### src/rlfp_pkg.sv
package rlfp_pkg;

   // number of steps in one record program
   localparam int ProgLen = 10;

   // field step operations
   localparam logic [2:0] OP_END        = 3'd0;
   localparam logic [2:0] OP_COPY_UNTIL = 3'd1;
   localparam logic [2:0] OP_COPY_REST  = 3'd2;
   localparam logic [2:0] OP_SKIP       = 3'd3;
   localparam logic [2:0] OP_NUMBER     = 3'd4;

   // record program slots
   localparam logic [2:0] SLOT_DOLLAR = 3'd0;
   localparam logic [2:0] SLOT_HASH   = 3'd1;
   localparam logic [2:0] SLOT_COLON  = 3'd2;
   localparam logic [2:0] SLOT_PLUS   = 3'd3;
   localparam logic [2:0] SLOT_BANG   = 3'd4;
   localparam logic [2:0] SLOT_LT     = 3'd5;
   localparam logic [2:0] SLOT_NONE   = 3'd7;

   // characters
   localparam logic [7:0] CH_DOLLAR = 8'h24;
   localparam logic [7:0] CH_HASH   = 8'h23;
   localparam logic [7:0] CH_COLON  = 8'h3A;
   localparam logic [7:0] CH_PLUS   = 8'h2B;
   localparam logic [7:0] CH_BANG   = 8'h21;
   localparam logic [7:0] CH_LT     = 8'h3C;
   localparam logic [7:0] CH_GT     = 8'h3E;
   localparam logic [7:0] CH_SPACE  = 8'h20;
   localparam logic [7:0] CH_MINUS  = 8'h2D;
   localparam logic [7:0] CH_ZERO   = 8'h30;

   typedef struct packed {
      logic [7:0] char_byte;
      logic       end_of_line;
   } req_type;

   typedef struct packed {
      logic               kind;
      logic [1:0]         text_field;
      logic [7:0]         text_char;
      logic [7:0]         line_type;
      logic signed [63:0] num_one;
      logic signed [63:0] num_two;
      logic signed [63:0] num_three;
   } rsp_type;

   typedef struct packed {
      logic [2:0] op;
      logic [7:0] ch;
      logic [1:0] sel;
   } step_type;

   // step that takes the current character, and where the program stands after it
   typedef struct packed {
      logic [3:0] idx;
      logic [2:0] op;
      logic [1:0] sel;
   } act_type;

   function automatic logic [2:0] type_slot(logic [7:0] t);
      logic [2:0] s;
      unique case (t)
         CH_DOLLAR: s = SLOT_DOLLAR;
         CH_HASH:   s = SLOT_HASH;
         CH_COLON:  s = SLOT_COLON;
         CH_PLUS:   s = SLOT_PLUS;
         CH_BANG:   s = SLOT_BANG;
         CH_LT:     s = SLOT_LT;
         default:   s = SLOT_NONE;
      endcase
      return s;
   endfunction

   function automatic step_type mk(logic [2:0] op, logic [7:0] ch, logic [1:0] sel);
      step_type s;
      s.op  = op;
      s.ch  = ch;
      s.sel = sel;
      return s;
   endfunction

   // program table, one entry per record type and step
   function automatic step_type prog_step(logic [2:0] slot, logic [3:0] idx);
      step_type s;
      s = mk(OP_END, 8'd0, 2'd0);
      unique case (slot)
         SLOT_DOLLAR: begin
            unique case (idx)
               4'd0:    s = mk(OP_COPY_UNTIL, CH_SPACE, 2'd1);
               4'd1:    s = mk(OP_SKIP, CH_SPACE, 2'd0);
               4'd2:    s = mk(OP_COPY_REST, 8'd0, 2'd2);
               default: s = mk(OP_END, 8'd0, 2'd0);
            endcase
         end
         SLOT_HASH: begin
            unique case (idx)
               4'd0:    s = mk(OP_COPY_UNTIL, CH_SPACE, 2'd1);
               4'd1:    s = mk(OP_SKIP, CH_SPACE, 2'd0);
               4'd2:    s = mk(OP_NUMBER, 8'd0, 2'd0);
               default: s = mk(OP_END, 8'd0, 2'd0);
            endcase
         end
         SLOT_COLON: begin
            unique case (idx)
               4'd0:    s = mk(OP_COPY_UNTIL, CH_COLON, 2'd1);
               4'd1:    s = mk(OP_SKIP, CH_COLON, 2'd0);
               4'd2:    s = mk(OP_SKIP, CH_SPACE, 2'd0);
               4'd3:    s = mk(OP_NUMBER, 8'd0, 2'd0);
               4'd4:    s = mk(OP_SKIP, CH_SPACE, 2'd0);
               4'd5:    s = mk(OP_NUMBER, 8'd0, 2'd1);
               4'd6:    s = mk(OP_SKIP, CH_SPACE, 2'd0);
               4'd7:    s = mk(OP_COPY_REST, 8'd0, 2'd2);
               default: s = mk(OP_END, 8'd0, 2'd0);
            endcase
         end
         SLOT_PLUS: begin
            unique case (idx)
               4'd0:    s = mk(OP_COPY_UNTIL, CH_SPACE, 2'd1);
               4'd1:    s = mk(OP_SKIP, CH_SPACE, 2'd0);
               4'd2:    s = mk(OP_NUMBER, 8'd0, 2'd0);
               4'd3:    s = mk(OP_SKIP, CH_SPACE, 2'd0);
               4'd4:    s = mk(OP_COPY_UNTIL, CH_SPACE, 2'd2);
               4'd5:    s = mk(OP_SKIP, CH_SPACE, 2'd0);
               4'd6:    s = mk(OP_COPY_REST, 8'd0, 2'd3);
               default: s = mk(OP_END, 8'd0, 2'd0);
            endcase
         end
         SLOT_BANG: begin
            unique case (idx)
               4'd0:    s = mk(OP_SKIP, CH_SPACE, 2'd0);
               4'd1:    s = mk(OP_NUMBER, 8'd0, 2'd0);
               4'd2:    s = mk(OP_SKIP, CH_SPACE, 2'd0);
               4'd3:    s = mk(OP_NUMBER, 8'd0, 2'd1);
               4'd4:    s = mk(OP_SKIP, CH_SPACE, 2'd0);
               4'd5:    s = mk(OP_COPY_UNTIL, CH_SPACE, 2'd1);
               4'd6:    s = mk(OP_SKIP, CH_SPACE, 2'd0);
               4'd7:    s = mk(OP_NUMBER, 8'd0, 2'd2);
               default: s = mk(OP_END, 8'd0, 2'd0);
            endcase
         end
         SLOT_LT: begin
            unique case (idx)
               4'd0:    s = mk(OP_COPY_UNTIL, CH_GT, 2'd1);
               4'd1:    s = mk(OP_SKIP, CH_GT, 2'd0);
               4'd2:    s = mk(OP_SKIP, CH_SPACE, 2'd0);
               4'd3:    s = mk(OP_NUMBER, 8'd0, 2'd0);
               4'd4:    s = mk(OP_SKIP, CH_SPACE, 2'd0);
               4'd5:    s = mk(OP_NUMBER, 8'd0, 2'd1);
               4'd6:    s = mk(OP_SKIP, CH_SPACE, 2'd0);
               4'd7:    s = mk(OP_NUMBER, 8'd0, 2'd2);
               4'd8:    s = mk(OP_SKIP, CH_SPACE, 2'd0);
               4'd9:    s = mk(OP_COPY_REST, 8'd0, 2'd2);
               default: s = mk(OP_END, 8'd0, 2'd0);
            endcase
         end
         default: s = mk(OP_END, 8'd0, 2'd0);
      endcase
      return s;
   endfunction

endpackage

### src/rlfp_step_sel.sv
module rlfp_step_sel (
   input  logic [2:0]       slot,
   input  logic [3:0]       step_idx,
   input  logic [7:0]       char_byte,
   output rlfp_pkg::act_type act
);

   // find the first step at or after the current one that takes the character;
   // each step decides from the character alone, so all steps are checked in parallel
   always_comb begin
      rlfp_pkg::step_type st;
      logic               takes;
      logic               found;
      found    = 1'b0;
      act.idx  = 4'(rlfp_pkg::ProgLen);
      act.op   = rlfp_pkg::OP_END;
      act.sel  = 2'd0;
      for (int i = 0; i < rlfp_pkg::ProgLen; i++) begin
         st = rlfp_pkg::prog_step(slot, 4'(i));
         unique case (st.op)
            rlfp_pkg::OP_COPY_UNTIL: takes = (char_byte != st.ch);
            rlfp_pkg::OP_COPY_REST:  takes = 1'b1;
            rlfp_pkg::OP_SKIP:       takes = (char_byte == st.ch);
            rlfp_pkg::OP_NUMBER:     takes = (char_byte != rlfp_pkg::CH_SPACE);
            default:                 takes = 1'b1;
         endcase
         if (!found && (4'(i) >= step_idx) && takes) begin
            found   = 1'b1;
            act.op  = st.op;
            act.sel = st.sel;
            // an end step finishes the program
            act.idx = (st.op == rlfp_pkg::OP_END) ? 4'(rlfp_pkg::ProgLen) : 4'(i);
         end
      end
   end

endmodule

### src/rlfp_line_state.sv
module rlfp_line_state (
   input  logic              clock,
   input  logic              reset,
   input  logic              fire,
   input  rlfp_pkg::req_type item,
   output logic              has_result,
   output rlfp_pkg::rsp_type result
);

   logic        at_line_start_ff, at_line_start_in;
   logic [7:0]  record_kind_ff, record_kind_in;
   logic [3:0]  step_index_ff, step_index_in;
   logic [63:0] accum_one_ff, accum_one_in;
   logic [63:0] accum_two_ff, accum_two_in;
   logic [63:0] accum_three_ff, accum_three_in;
   logic [2:0]  negative_flags_ff, negative_flags_in;

   logic [2:0]        slot;
   logic              active;
   logic              is_copy;
   logic [63:0]       acc_sel;
   logic [63:0]       acc_next;
   rlfp_pkg::act_type act;

   assign slot = rlfp_pkg::type_slot(record_kind_ff);

   rlfp_step_sel u_step_sel (
      .slot      (slot),
      .step_idx  (step_index_ff),
      .char_byte (item.char_byte),
      .act       (act)
   );

   assign active  = !item.end_of_line && !at_line_start_ff && (slot != rlfp_pkg::SLOT_NONE);
   assign is_copy = (act.op == rlfp_pkg::OP_COPY_UNTIL) || (act.op == rlfp_pkg::OP_COPY_REST);
   assign has_result = item.end_of_line || (active && is_copy);

   // pick the accumulator of the current number and add the next digit
   always_comb begin
      unique case (act.sel)
         2'd1:    acc_sel = accum_two_ff;
         2'd2:    acc_sel = accum_three_ff;
         default: acc_sel = accum_one_ff;
      endcase
   end
   assign acc_next = (acc_sel << 3) + (acc_sel << 1) + {56'd0, item.char_byte}
                     - {56'd0, rlfp_pkg::CH_ZERO};

   // build the result: a text transfer or the finished record
   always_comb begin
      result = '0;
      if (item.end_of_line) begin
         result.kind      = 1'b1;
         result.line_type = record_kind_ff;
         result.num_one   = negative_flags_ff[0] ? 64'd0 - accum_one_ff : accum_one_ff;
         result.num_two   = negative_flags_ff[1] ? 64'd0 - accum_two_ff : accum_two_ff;
         result.num_three = negative_flags_ff[2] ? 64'd0 - accum_three_ff : accum_three_ff;
      end else begin
         result.text_field = act.sel;
         result.text_char  = item.char_byte;
      end
   end

   // advance the line state on each transfer
   always_comb begin
      at_line_start_in  = at_line_start_ff;
      record_kind_in    = record_kind_ff;
      step_index_in     = step_index_ff;
      accum_one_in      = accum_one_ff;
      accum_two_in      = accum_two_ff;
      accum_three_in    = accum_three_ff;
      negative_flags_in = negative_flags_ff;
      if (fire) begin
         priority if (item.end_of_line) begin
            at_line_start_in  = 1'b1;
            record_kind_in    = 8'd0;
            step_index_in     = 4'd0;
            accum_one_in      = 64'd0;
            accum_two_in      = 64'd0;
            accum_three_in    = 64'd0;
            negative_flags_in = 3'd0;
         end else if (at_line_start_ff) begin
            at_line_start_in = 1'b0;
            record_kind_in   = (rlfp_pkg::type_slot(item.char_byte) != rlfp_pkg::SLOT_NONE)
                               ? item.char_byte : 8'd0;
            step_index_in    = 4'd0;
         end else if (active) begin
            step_index_in = act.idx;
            if (act.op == rlfp_pkg::OP_NUMBER) begin
               if (item.char_byte == rlfp_pkg::CH_MINUS) begin
                  unique case (act.sel)
                     2'd0:    negative_flags_in[0] = 1'b1;
                     2'd1:    negative_flags_in[1] = 1'b1;
                     2'd2:    negative_flags_in[2] = 1'b1;
                     default: negative_flags_in = negative_flags_ff;
                  endcase
               end else begin
                  unique case (act.sel)
                     2'd0:    accum_one_in   = acc_next;
                     2'd1:    accum_two_in   = acc_next;
                     2'd2:    accum_three_in = acc_next;
                     default: accum_one_in   = accum_one_ff;
                  endcase
               end
            end
         end else begin
            step_index_in = step_index_ff;
         end
      end
   end

   always_ff @(posedge clock) begin
      if (reset) begin
         at_line_start_ff  <= 1'b1;
         record_kind_ff    <= 8'd0;
         step_index_ff     <= 4'd0;
         accum_one_ff      <= 64'd0;
         accum_two_ff      <= 64'd0;
         accum_three_ff    <= 64'd0;
         negative_flags_ff <= 3'd0;
      end else begin
         at_line_start_ff  <= at_line_start_in;
         record_kind_ff    <= record_kind_in;
         step_index_ff     <= step_index_in;
         accum_one_ff      <= accum_one_in;
         accum_two_ff      <= accum_two_in;
         accum_three_ff    <= accum_three_in;
         negative_flags_ff <= negative_flags_in;
      end
   end

`ifndef SYNTHESIS
   a_line_start_clean: assert property (@(posedge clock) disable iff (reset)
      at_line_start_ff |-> (step_index_ff == 4'd0) && (negative_flags_ff == 3'd0)
                           && (accum_one_ff == 64'd0) && (accum_three_ff == 64'd0))
      else $error("line state not cleared at line start");

   a_invalid_no_numbers: assert property (@(posedge clock) disable iff (reset)
      (record_kind_ff == 8'd0) |-> (accum_two_ff == 64'd0) && (negative_flags_ff == 3'd0))
      else $error("invalid line collected a number");

   a_step_in_range: assert property (@(posedge clock) disable iff (reset)
      fire && !item.end_of_line && !at_line_start_ff
      |=> step_index_ff >= $past(step_index_ff))
      else $error("program step moved backward");
`endif

endmodule

### src/record_line_field_parser.sv
// Line parser for a character stream.
// req channel: one character per transfer (char_byte), or an end-of-line
// marker (end_of_line set, char_byte ignored). The first character of a
// line selects the record type; later characters run through that type's
// program of field steps.
// rsp channel: a text transfer (kind 0) for each character copied into a
// text field, and one record transfer (kind 1) per end-of-line marker with
// the type and three signed 64-bit numbers. Characters that are skipped or
// go into a number produce no transfer.
// Path: a request transfer loads the input register; its result, if any,
// loads the result register, which drives rsp_valid, once that register is
// free (empty or being taken). Throughput: one character per cycle while
// no result waits on rsp_stall, set by the combinational step search and
// 64-bit digit accumulate that update the line state.
// Reset clears the line state; the next character is a type character.
// When rsp_stall holds a result, the input register still drains items that
// produce no result; an item that needs the result register waits and
// raises req_stall.
module record_line_field_parser (
   input  logic              clock,
   input  logic              reset,
   input  logic              req_valid,
   output logic              req_stall,
   input  rlfp_pkg::req_type req_payload,
   output logic              rsp_valid,
   input  logic              rsp_stall,
   output rlfp_pkg::rsp_type rsp_payload
);

   logic              in_valid_ff, in_valid_in;
   rlfp_pkg::req_type in_ff;
   logic              out_valid_ff, out_valid_in;
   rlfp_pkg::rsp_type out_ff;

   logic              out_free;
   logic              consume;
   logic              accept;
   logic              has_result;
   rlfp_pkg::rsp_type result;

   rlfp_line_state u_line_state (
      .clock      (clock),
      .reset      (reset),
      .fire       (consume),
      .item       (in_ff),
      .has_result (has_result),
      .result     (result)
   );

   // drain the input register when it has no result or its result has a place to go
   assign out_free  = !out_valid_ff || !rsp_stall;
   assign consume   = in_valid_ff && (!has_result || out_free);
   assign req_stall = in_valid_ff && !consume;
   assign accept    = req_valid && !req_stall;

   assign in_valid_in  = accept || (in_valid_ff && !consume);
   assign out_valid_in = out_free ? (consume && has_result) : out_valid_ff;

   always_ff @(posedge clock) begin
      if (reset) begin
         in_valid_ff  <= 1'b0;
         out_valid_ff <= 1'b0;
      end else begin
         in_valid_ff  <= in_valid_in;
         out_valid_ff <= out_valid_in;
      end
   end

   // load payload registers on transfer
   always_ff @(posedge clock) begin
      if (accept) begin
         in_ff <= req_payload;
      end
      if (consume && has_result) begin
         out_ff <= result;
      end
   end

   assign rsp_valid   = out_valid_ff;
   assign rsp_payload = out_ff;

`ifndef SYNTHESIS
   a_text_field_set: assert property (@(posedge clock) disable iff (reset)
      out_valid_ff && !out_ff.kind |-> out_ff.text_field != 2'd0)
      else $error("text transfer without a field");

   a_held_item_kept: assert property (@(posedge clock) disable iff (reset)
      in_valid_ff && !consume |=> in_valid_ff && $stable(in_ff))
      else $error("waiting item lost");
`endif

endmodule

### config.mk
export PLATFORM = sky130hd
export DESIGN_NAME = record_line_field_parser
export DESIGN_NICKNAME = d
export VERILOG_FILES = /design/src/rlfp_pkg.sv /design/src/rlfp_step_sel.sv /design/src/rlfp_line_state.sv /design/src/record_line_field_parser.sv
export SDC_FILE = /design/constraint.sdc
export NUM_CORES = 1
export LEC_CHECK = 0
export ABC_AREA = 1
export BUFFER_PORTS_ARGS = -buffer_cell sky130_fd_sc_hd__buf_2
export CORE_ASPECT_RATIO = 1.75
export CORE_MARGIN = 4
export CORE_UTILIZATION = 66
export CTS_BUF_LIST = sky130_fd_sc_hd__clkbuf_16
export DETAILED_ROUTE_END_ITERATION = 6
export HOLD_SLACK_MARGIN = 0.15
export MAX_ROUTING_LAYER = met4
export PLACE_DENSITY = 0.86
export SLEW_MARGIN = 10
export SYNTH_ARGS = -nofsm -noshare
export SYNTH_HDL_FRONTEND = slang
export SYNTH_HIERARCHICAL = 1
export SYNTH_SLANG_ARGS = --single-unit
### constraint.sdc
create_clock -name clock -period 41.1 [get_ports clock]
set_clock_uncertainty 0.1 [all_clocks]
set_input_delay 4.11 -clock clock [delete_from_list [all_inputs] [get_ports clock]]
set_output_delay 4.11 -clock clock [all_outputs]
set_load 0.02 [all_outputs]
# Word-level counts from Yosys, hierarchy flattened
# Cells that the tools add are included.
# op_classes
order_cmp	10
n_addsub	6
n_reduce_logical	80
muxes	91
n_eq_ne	78
# op_table
op	count
64-bit two-way mux	21
1-bit by 64-bit subtractor with 64-bit output (first input constant)	3
63-bit one-hot mux with 2 select lines	1
13-bit one-hot mux with 3 select lines	3
8-bit by 6-bit equality test with 1-bit output (second input constant)	13
9-bit two-way mux	10
8-bit equality test	10
8-bit inequality test	10
64-bit adder	1
64-bit by 8-bit adder with 64-bit output	1
64-bit by 6-bit subtractor with 64-bit output (second input constant)	1
13-bit one-hot mux with 4 select lines	1
12-bit one-hot mux with 2 select lines	2
12-bit one-hot mux with 4 select lines	1
4-bit two-way mux	11
3-bit by 2-bit equality test with 1-bit output (second input constant)	13
3-bit equality test (second input constant)	13
3-bit by 1-bit equality test with 1-bit output (second input constant)	12
3-bit one-hot mux with 6 select lines	2
6-bit AND reduction	6
3-bit logical NOT	11
1-bit one-hot mux with 3 select lines	10
1-bit logical AND	26
13-bit one-hot mux with 2 select lines	1
22 further kinds	82
# word_totals
wordCells	285
output_inout_bits	213
regBits	430

# Depth between registers and ports, before layout
# Gate-level depths: netlist of run 1.
# depth
depth_word	57
depth_mapped	55
ltp_nobuf	54

# By module
# Netlist of run 1, hierarchy kept.
# modules_own_cells
mod	instances	area_per_inst_um2	cells_each
rlfp_line_state	1	23304.9	4232
record_line_field_parser	1	6713.9	235
rlfp_step_sel	1	1173.6	234

# Worst setup path before layout of run 1
# No wires, ideal clock.
# synth_timing
kind	input-to-reg
start	input rsp_stall
end	register out_ff (netlist bit rsp_payload[0]) (enable)
setup_slack_ns	27.138
n_path_buf	0
cell_stages	3
setup_time_ns	0.790
arrival_ns	13.072
cell_sequence	nand2_2 inv_1 nor2_1
# synth_via
elab_chain_len	5
# synth_lines
item	line_no	rtl
start: declaration	record_line_field_parser.sv:26	input logic rsp_stall,
1-bit logical NOT	record_line_field_parser.sv:51	assign out_free = !out_valid_ff || !rsp_stall;
1-bit logical OR	record_line_field_parser.sv:51	
1-bit logical OR	record_line_field_parser.sv:52	assign consume = in_valid_ff && (!has_result || out_free);
1-bit logical AND	record_line_field_parser.sv:52	
1-bit logical AND	record_line_field_parser.sv:74	if (consume && has_result) begin
end signal: assignment	record_line_field_parser.sv:75	out_ff <= result;
end: declaration	record_line_field_parser.sv:33	rlfp_pkg::rsp_type out_ff;
# Every way passes these cells.
# A chain may end at the register's enable or synchronous reset.

==> results of run 1 <==
[worst max-delay path by stage]
stage,from,end,slack [ns],cells past startpoint
global placement,u_line_state/record_kind_ff[5]$_SDFFE_PP0P_,req_stall,31.88,27
detailed placement,u_line_state/record_kind_ff[7]$_SDFFE_PP0P_,u_line_state/accum_three_ff[31]$_SDFFE_PP0P_,31.66,44
global route,u_line_state/record_kind_ff[7]$_SDFFE_PP0P_,req_stall,30.33,29
CTS,u_line_state/record_kind_ff[7]$_SDFFE_PP0P_,req_stall,31.05,25
finish,u_line_state/record_kind_ff[7]$_SDFFE_PP0P_,req_stall,30.86,25
floorplan,rsp_stall,rsp_payload[0]$_DFFE_PP_,27.14,3
[metrics by stage]
| stage | cells | hold slack, ns | setup slack (ns) | total power [mW] |
|---|---|---|---|---|
| 2_1_floorplan | 4701 | 0.332 | 27.14 | 0.949 |
| 3_5_place_dp | 5385 | 0.353 | 31.66 | 1.17 |
| 3_3_place_gp | 5385 | 0.343 | 31.88 | 1.16 |
| 4_1_cts | 5458 | 0.378 | 31.05 | 1.54 |
| 5_1_grt | 5459 | 0.404 | 30.33 | 1.65 |
| 6_report | 5459 | 0.381 | 30.86 | 1.57 |
[layout make-up]
cell class | count | share of cell area
Sequential cell | 430 | 0.319
Antenna cell | 1 | 0.0000739
Inverter | 747 | 0.0829
Tap cell | 588 | 0.0217
Multi-Input combinational cell | 3375 | 0.500
Timing Repair Buffer | 245 | 0.0380
Clock inverter | 33 | 0.00820
Clock buffer | 40 | 0.0296
[power breakdown]
| group | internal, mW | switching (mW) |
|---|---|---|
| registers | 0.466 | 0.0128 |
| logic | 0.191 | 0.529 |
| clock network | 0.199 | 0.177 |
| total | 0.856 | 0.718 |
[cell usage after synthesis, types with 4 or more instances]
master,number,area (um^2)
nand2_1,1276,4790
inv_1,741,2780
nor2_1,643,2410
a21oi_1,331,1660
o21ai_0,287,1440
edfxtp_1,220,6610
dfxtp_1,210,4200
ha_1,190,2380
nand3_1,181,906
nor3_1,106,531
nand4_1,95,594
clkbuf_1,92,345
o221ai_1,53,464
xor2_1,31,272
buf_2,27,135
a211oi_1,24,180
nand3b_1,19,143
buf_1,17,63.8
nor4_1,14,87.6
nor2_2,10,62.6
or2_2,10,62.6
o21bai_1,9,67.6
nand2_2,8,50.1
nor3b_1,8,60.1
o211ai_1,8,60.1
buf_4,6,45.0
fa_1,6,120
o21ai_1,6,30.0
a31oi_1,5,31.3
buf_6,5,56.3
nand3_2,5,50.1
nor2_4,5,56.3
o21a_1,5,37.5
and2_1,4,25.0
inv_2,4,15.0
o21ai_2,4,35.0
[cells in the final DEF, fill, tap and decap left out, types with 9 or more instances in the layout]
cell	Yosys	final
a21oi_1	331	331
dfxtp_1	210	207
nand3b_1	19	19
o221ai_1	53	53
nor2_1	643	642
clkbuf_16	0	40
ha_1	190	189
buf_2	27	225
a211oi_1	24	24
nor2_2	10	10
edfxtp_1	220	220
buf_4	6	19
nor4_1	14	14
or2_2	10	10
o21bai_1	9	9
nor3_1	106	106
nand2_1	1276	1276
nand4_1	95	95
nand3_1	181	181
o21ai_0	287	287
xor2_1	31	31
inv_1	741	750
[sequential cells by signal, summed over array words and instances, names as in the netlist]
signal,count
in_valid_ff,1
in_ff,9
u_line_state/at_line_start_ff,1
rsp_payload,211
rsp_valid,1
u_line_state/accum_two_ff,64
u_line_state/accum_three_ff,64
u_line_state/record_kind_ff,8
u_line_state/step_index_ff,4
u_line_state/accum_one_ff,64
u_line_state/negative_flags_ff,3
[cells by family (layout without fill, tap and decap cells)]
family / after synthesis / after routing / synth area share
simple gates: 2400 / 2400 / 0.321
compound gates: 748 / 748 / 0.133
fa+ha+maj: 196 / 196 / 0.0801
flops: 430 / 430 / 0.347
other cells: 0 / 1 / 0
buf+inv: 896 / 1065 / 0.111
xor+xnor: 31 / 31 / 0.00870
[worst max-delay path: cells and delay by family, from the launching register on]
family,cells,cell delay (ns)
fa+ha+maj,1,0.30
simple gates,15,2.71
flops,1,0.33
buf+inv,3,0.51
compound gates,6,1.61
[layer usage]
layer / vias up / wire length, um / global-route usage
li1: 15500 / - / -
met1: 14900 / 37900 / 0.509
met2: 2380 / 54100 / 0.737
met3: 673 / 12900 / 0.0764
met4: 0 / 13100 / 0.389
met5: - / 0 / -
==> impl_metrics.py, run 1 <==
metrics = {
    "clock_tree": {
        "cts_resized": 0,
        "hold_buffers": 0,
        "cts_sinks": 430,
        "clockRootBuffer": "clkbuf_16",
        "cts_setup_buffers": 0,
        "cts_buffers": 40,
        "cts_buffer_depth": 3,
        "cts_tree": "yes",
        "insertion_delay_ns": 0.57,
        "htreeDepth": 2,
        "clkTransAtPathRegs_ns": 0.06,
    },
    "worst_setup_path": {
        "cpMostUsedCell": "nand2_1",
        "slowest_stage": "o21ai_0",
        "path_max_fanout": 6,
        "critPathKind": "reg -> out",
        "r2r_end": "u_line_state/accum_three_ff[60]$_SDFFE_PP0P_",
        "worstReg2RegStart": "u_line_state/record_kind_ff[7]$_SDFFE_PP0P_",
        "cp_slowest_stage_delay_ns": 0.50,
        "crit_required_ns": 36.89,
        "critPathArrivalTime_ns": 6.03,
        "worstSetupEndpointType": "output port",
        "crit_path_start_kind": "flop",
        "reg2reg_depth": 40,
        "regToRegSetupSlack_ns": 31.25,
    },
    "outcome": {
        "violations": "DRC",
        "status": "complete, but fails checks",
    },
    "placement": {
        "hpwl_um": 90700,
        "routabilityCongestion": 1.13,
        "portBuffers": 225,
        "dpl_cell_area_um2": 32600,
    },
    "global_routing": {
        "grt_pass1_vias": 31500,
        "track_usage": 0.467,
        "gr-total-overflow": 0,
        "grt_max_degree": 183,
        "grt_pass1_wl_um": 177000,
        "antenna_found_initial": 1,
    },
    "drt": {
        "finalWirelength_um": 118000,
        "via_per_inst": 6.13,
        "avgRoutedWirePerCell_um": 21.6,
        "drt_pass1_iterations": 7,
        "vias": 33500,
        "ant_nets": 0,
        "drc_errors": 9,
        "dr.first_iter.drc_count": 4572,
    },
    "synthesis": {
        "synth_seq_cells": 430,
        "ys_seq_area_frac": 0.347,
        "synthDistinctLibCells": 52,
        "yosys_warnings": 6,
        "netlist_instances": 4701,
        "syn_area_um2": 31200,
        "async_flop_share": 0,
        "synth_ff_type": "edfxtp_1",
        "synthesis.nets": 4910,
        "synth_edf_count": 220,
        "syn_area_per_cell_um2": 6.64,
    },
    "sta": {
        "fin_crit_sh": 0.249,
        "hold_viol": 0,
        "fin_crit_ns": 10.24,
        "rsz0062_at_grt": "false",
        "finalSetupTns_ns": 0,
        "max_freq_mhz": 97.7,
        "tightest_slew_ns": 1.12,
        "slew_headroom": 0.246,
        "setup_viol": 0,
        "finalMaxSlewViolations": 0,
    },
    "cells_and_area": {
        "multiInputGateArea_um2": 16900,
        "finalInstanceArea_um2": 33900,
        "drive_above_1_share": 0.0764,
        "nets": 5048,
        "finish.utilization": 0.724,
        "layout-area-overhead-vs-synth_pct": 8.58,
        "seq_area_um2": 10800,
        "filler_cell_count": 4042,
    },
    "floorplanning": {
        "die_w_um": 172,
        "start_util": 0.667,
        "rows": 105,
        "fp.coreArea_um2": 46800,
        "pin_count": 226,
        "design.die.area_um2": 50900,
        "die_h_um": 296,
    },
    "run": {
        "drv_cap": 0,
    },
    "pwr": {
        "vdd_ir_drop_max_uv": 46.3,
        "p_leak_nw": 17.0,
        "power-per-cell-area_nw_per_um2": 46.5,
    },
    "hold_path": {
        "hp-class": "reg -> reg",
        "worstHoldEndpoint": "u_line_state/record_kind_ff[7]$_SDFFE_PP0P_",
        "hp-start": "u_line_state/record_kind_ff[7]$_SDFFE_PP0P_",
        "hold-path-cell-count": 2,
    },
}
(Power assumes the default switching activity.)
==> inputs of run 2 (changes only) <==
CORE_UTILIZATION = 62   (was 66)
PLACE_DENSITY = 0.82   (was 0.86)
clock period = 10.2 ns   (was 41.1 ns; I/O delays follow)
==> run 2 against run 1 <==
Net effect:
- the run still ends with DRC left
- power rose to 4.1 times the previous value
- non-clock buffer count increased by 3
- clock-buffer cell count rose by 1
- die area is 6.2% higher
- worst setup slack got worse by 30 ns
- final cell count is 1.4% higher
- clock power rose to 4.2 times the previous value
- combinational power rose to 4.0 times the previous value
- routed wire length shrank 0.41%
- critical endpoint is now u_line_state/accum_one_ff[59]$_SDFFE_PP0P_
- utilization fell by 3.9 points
- critical path type is now reg -> reg
- largest cell class unchanged
- largest power group unchanged
==> impl_metrics.py, run 2 (synthesis results as in run 1) <==
metrics = {
    "global_routing": {
        "grt_pass1_wl_um": 177000,
        "grt_pass1_vias": 31300,
        "antenna_found_initial": 3,
        "gr-total-overflow": 0,
        "grt_max_degree": 110,
        "track_usage": 0.434,
    },
    "pwr": {
        "clockPowerShare": 0.246,
        "power_frac_seq": 0.302,
        "p_leak_nw": 17.0,
        "power-per-cell-area_nw_per_um2": 187,
        "p_sw_mw": 2.87,
        "combPwrFrac": 0.451,
        "vdd_ir_drop_max_uv": 163,
        "p_int_mw": 3.52,
        "swShare": 0.449,
    },
    "drt": {
        "avgRoutedWirePerCell_um": 21.2,
        "ant_nets": 0,
        "via_per_inst": 6.04,
        "dr.first_iter.drc_count": 4380,
        "drc_errors": 4,
        "finalWirelength_um": 117000,
        "vias": 33400,
        "drt_pass1_iterations": 7,
    },
    "outcome": {
        "violations": "DRC",
        "status": "complete, but fails checks",
    },
    "hold_path": {
        "hp-class": "reg -> reg",
        "hp-start": "u_line_state/record_kind_ff[6]$_SDFFE_PP0P_",
    },
    "cells_and_area": {
        "nets": 5052,
        "seq_area_um2": 10800,
        "mostFrequentLayoutCell": "nand2_1",
        "filler_cell_count": 4543,
        "layout-area-overhead-vs-synth_pct": 9.26,
        "largest_reg_flops": 211,
        "final_cell_mix": "nand2_1, inv_1, nor2_1, a21oi_1, o21ai_0",
        "multiInputGateArea_um2": 16900,
        "drive_above_1_share": 0.0780,
    },
    "sta": {
        "rsz0062_at_grt": "false",
        "slew_headroom": 0.216,
        "finalSetupTns_ns": 0,
        "worst_slack_ns": 1.06,
        "finalHoldWorstSlack_ns": 0.357,
        "fin_crit_sh": 0.896,
        "finalMaxSlewViolations": 0,
        "hold_viol": 0,
        "fin_crit_ns": 9.14,
        "max_freq_mhz": 109,
        "tightest_slew_ns": 1.18,
        "setup_viol": 0,
    },
    "worst_setup_path": {
        "cpMostUsedCell": "nand2_1",
        "critPathKind": "reg -> reg",
        "regToRegSetupSlack_ns": 1.06,
        "cp_slowest_stage_delay_ns": 0.54,
        "worstSetupEndpointType": "flop",
        "slowest_stage": "ha_1",
        "worstSetupStartpoint": "u_line_state/record_kind_ff[5]$_SDFFE_PP0P_",
        "path_max_fanout": 56,
        "worstReg2RegStart": "u_line_state/record_kind_ff[5]$_SDFFE_PP0P_",
        "crit_required_ns": 10.58,
        "critPathArrivalTime_ns": 9.52,
        "crit_path_start_kind": "flop",
    },
    "clock_tree": {
        "cts_resized": 0,
        "insertion_delay_ns": 0.56,
        "cts_tree": "yes",
        "hold_buffers": 0,
        "cts_sinks": 430,
        "clockRootBuffer": "clkbuf_16",
        "cts_buffer_depth": 3,
        "htreeDepth": 2,
        "cts_buffers": 41,
        "cts_setup_buffers": 0,
        "clkTransAtPathRegs_ns": 0.06,
    },
    "placement": {
        "routabilityCongestion": 1.12,
        "hpwl_um": 91500,
        "dp_slack_ns": 1.33,
        "portBuffers": 225,
    },
    "floorplanning": {
        "rows": 108,
        "die_w_um": 178,
        "pin_count": 226,
        "start_util": 0.627,
        "design.die.area_um2": 54100,
        "die_h_um": 305,
        "fp.coreArea_um2": 49700,
    },
    "run": {
        "drv_cap": 0,
    },
}
-- run 2: cell count changes in the layout (fill, tap and decap cells not counted), sizes merged --
cell,delta
inv,-5
clkinv,+4
buf,+3
diode,+3
bufinv,+2
clkbuf,+1
clkinvlp,-1
-- run 2: through the flow --
stage	power, mW	cell area (um^2)	cells	util
finish	6.39	34100	5538	0.685
global route	6.73	34100	5537	0.685
CTS	6.26	34100	5534	0.685
detailed placement	4.71	32700	5460	0.658
global placement	4.67	32700	5460	0.658
floorplan	3.82	31200	4701	-
-- run 2: final cells by class --
| cell class | instances | share of cell area |
|---|---|---|
| tap | 660 | 0.0242 |
| antenna | 4 | 0.000294 |
| clock buffer | 41 | 0.0301 |
| sequential | 430 | 0.317 |
| multi-input combinational | 3375 | 0.497 |
| clock inverter | 33 | 0.00933 |
| timing repair buffer | 248 | 0.0392 |
| inverter | 747 | 0.0824 |
-- run 2: worst max-delay path: cells and delay by family, from the launching register on --
family / cells / cell delay [ns]
simple gates: 23 / 3.80
fa+ha+maj: 5 / 2.05
buf+inv: 9 / 1.17
flops: 1 / 0.35
compound gates: 8 / 1.61
-- run 2: power groups by stage --
stage	registers, mW	clock network [mW]	logic (mW)
final	1.93	1.57	2.88
after CTS	1.93	1.58	2.76
after detailed placement	1.97	0	2.74
after floorplan	1.98	0	1.84
after global routing	1.94	1.65	3.14
after global placement	1.97	0	2.70
-- run 2: path summary, 6_finish.rpt --
kind,end,depth (start not counted)
max,u_line_state/accum_one_ff[59]$_SDFFE_PP0P_,45
min,u_line_state/record_kind_ff[6]$_SDFFE_PP0P_,2
max reg2reg,u_line_state/accum_one_ff[59]$_SDFFE_PP0P_,45
min reg2reg,u_line_state/record_kind_ff[6]$_SDFFE_PP0P_,2
-- run 2: metal layers --
metal | global-route usage | vias up | part of all wire
met5 | - | - | 0
met4 | 0.340 | 0 | 0.10
met3 | 0.0589 | 607 | 0.093
met2 | 0.687 | 2241 | 0.46
met1 | 0.491 | 15100 | 0.35
li1 | - | 15500 | -
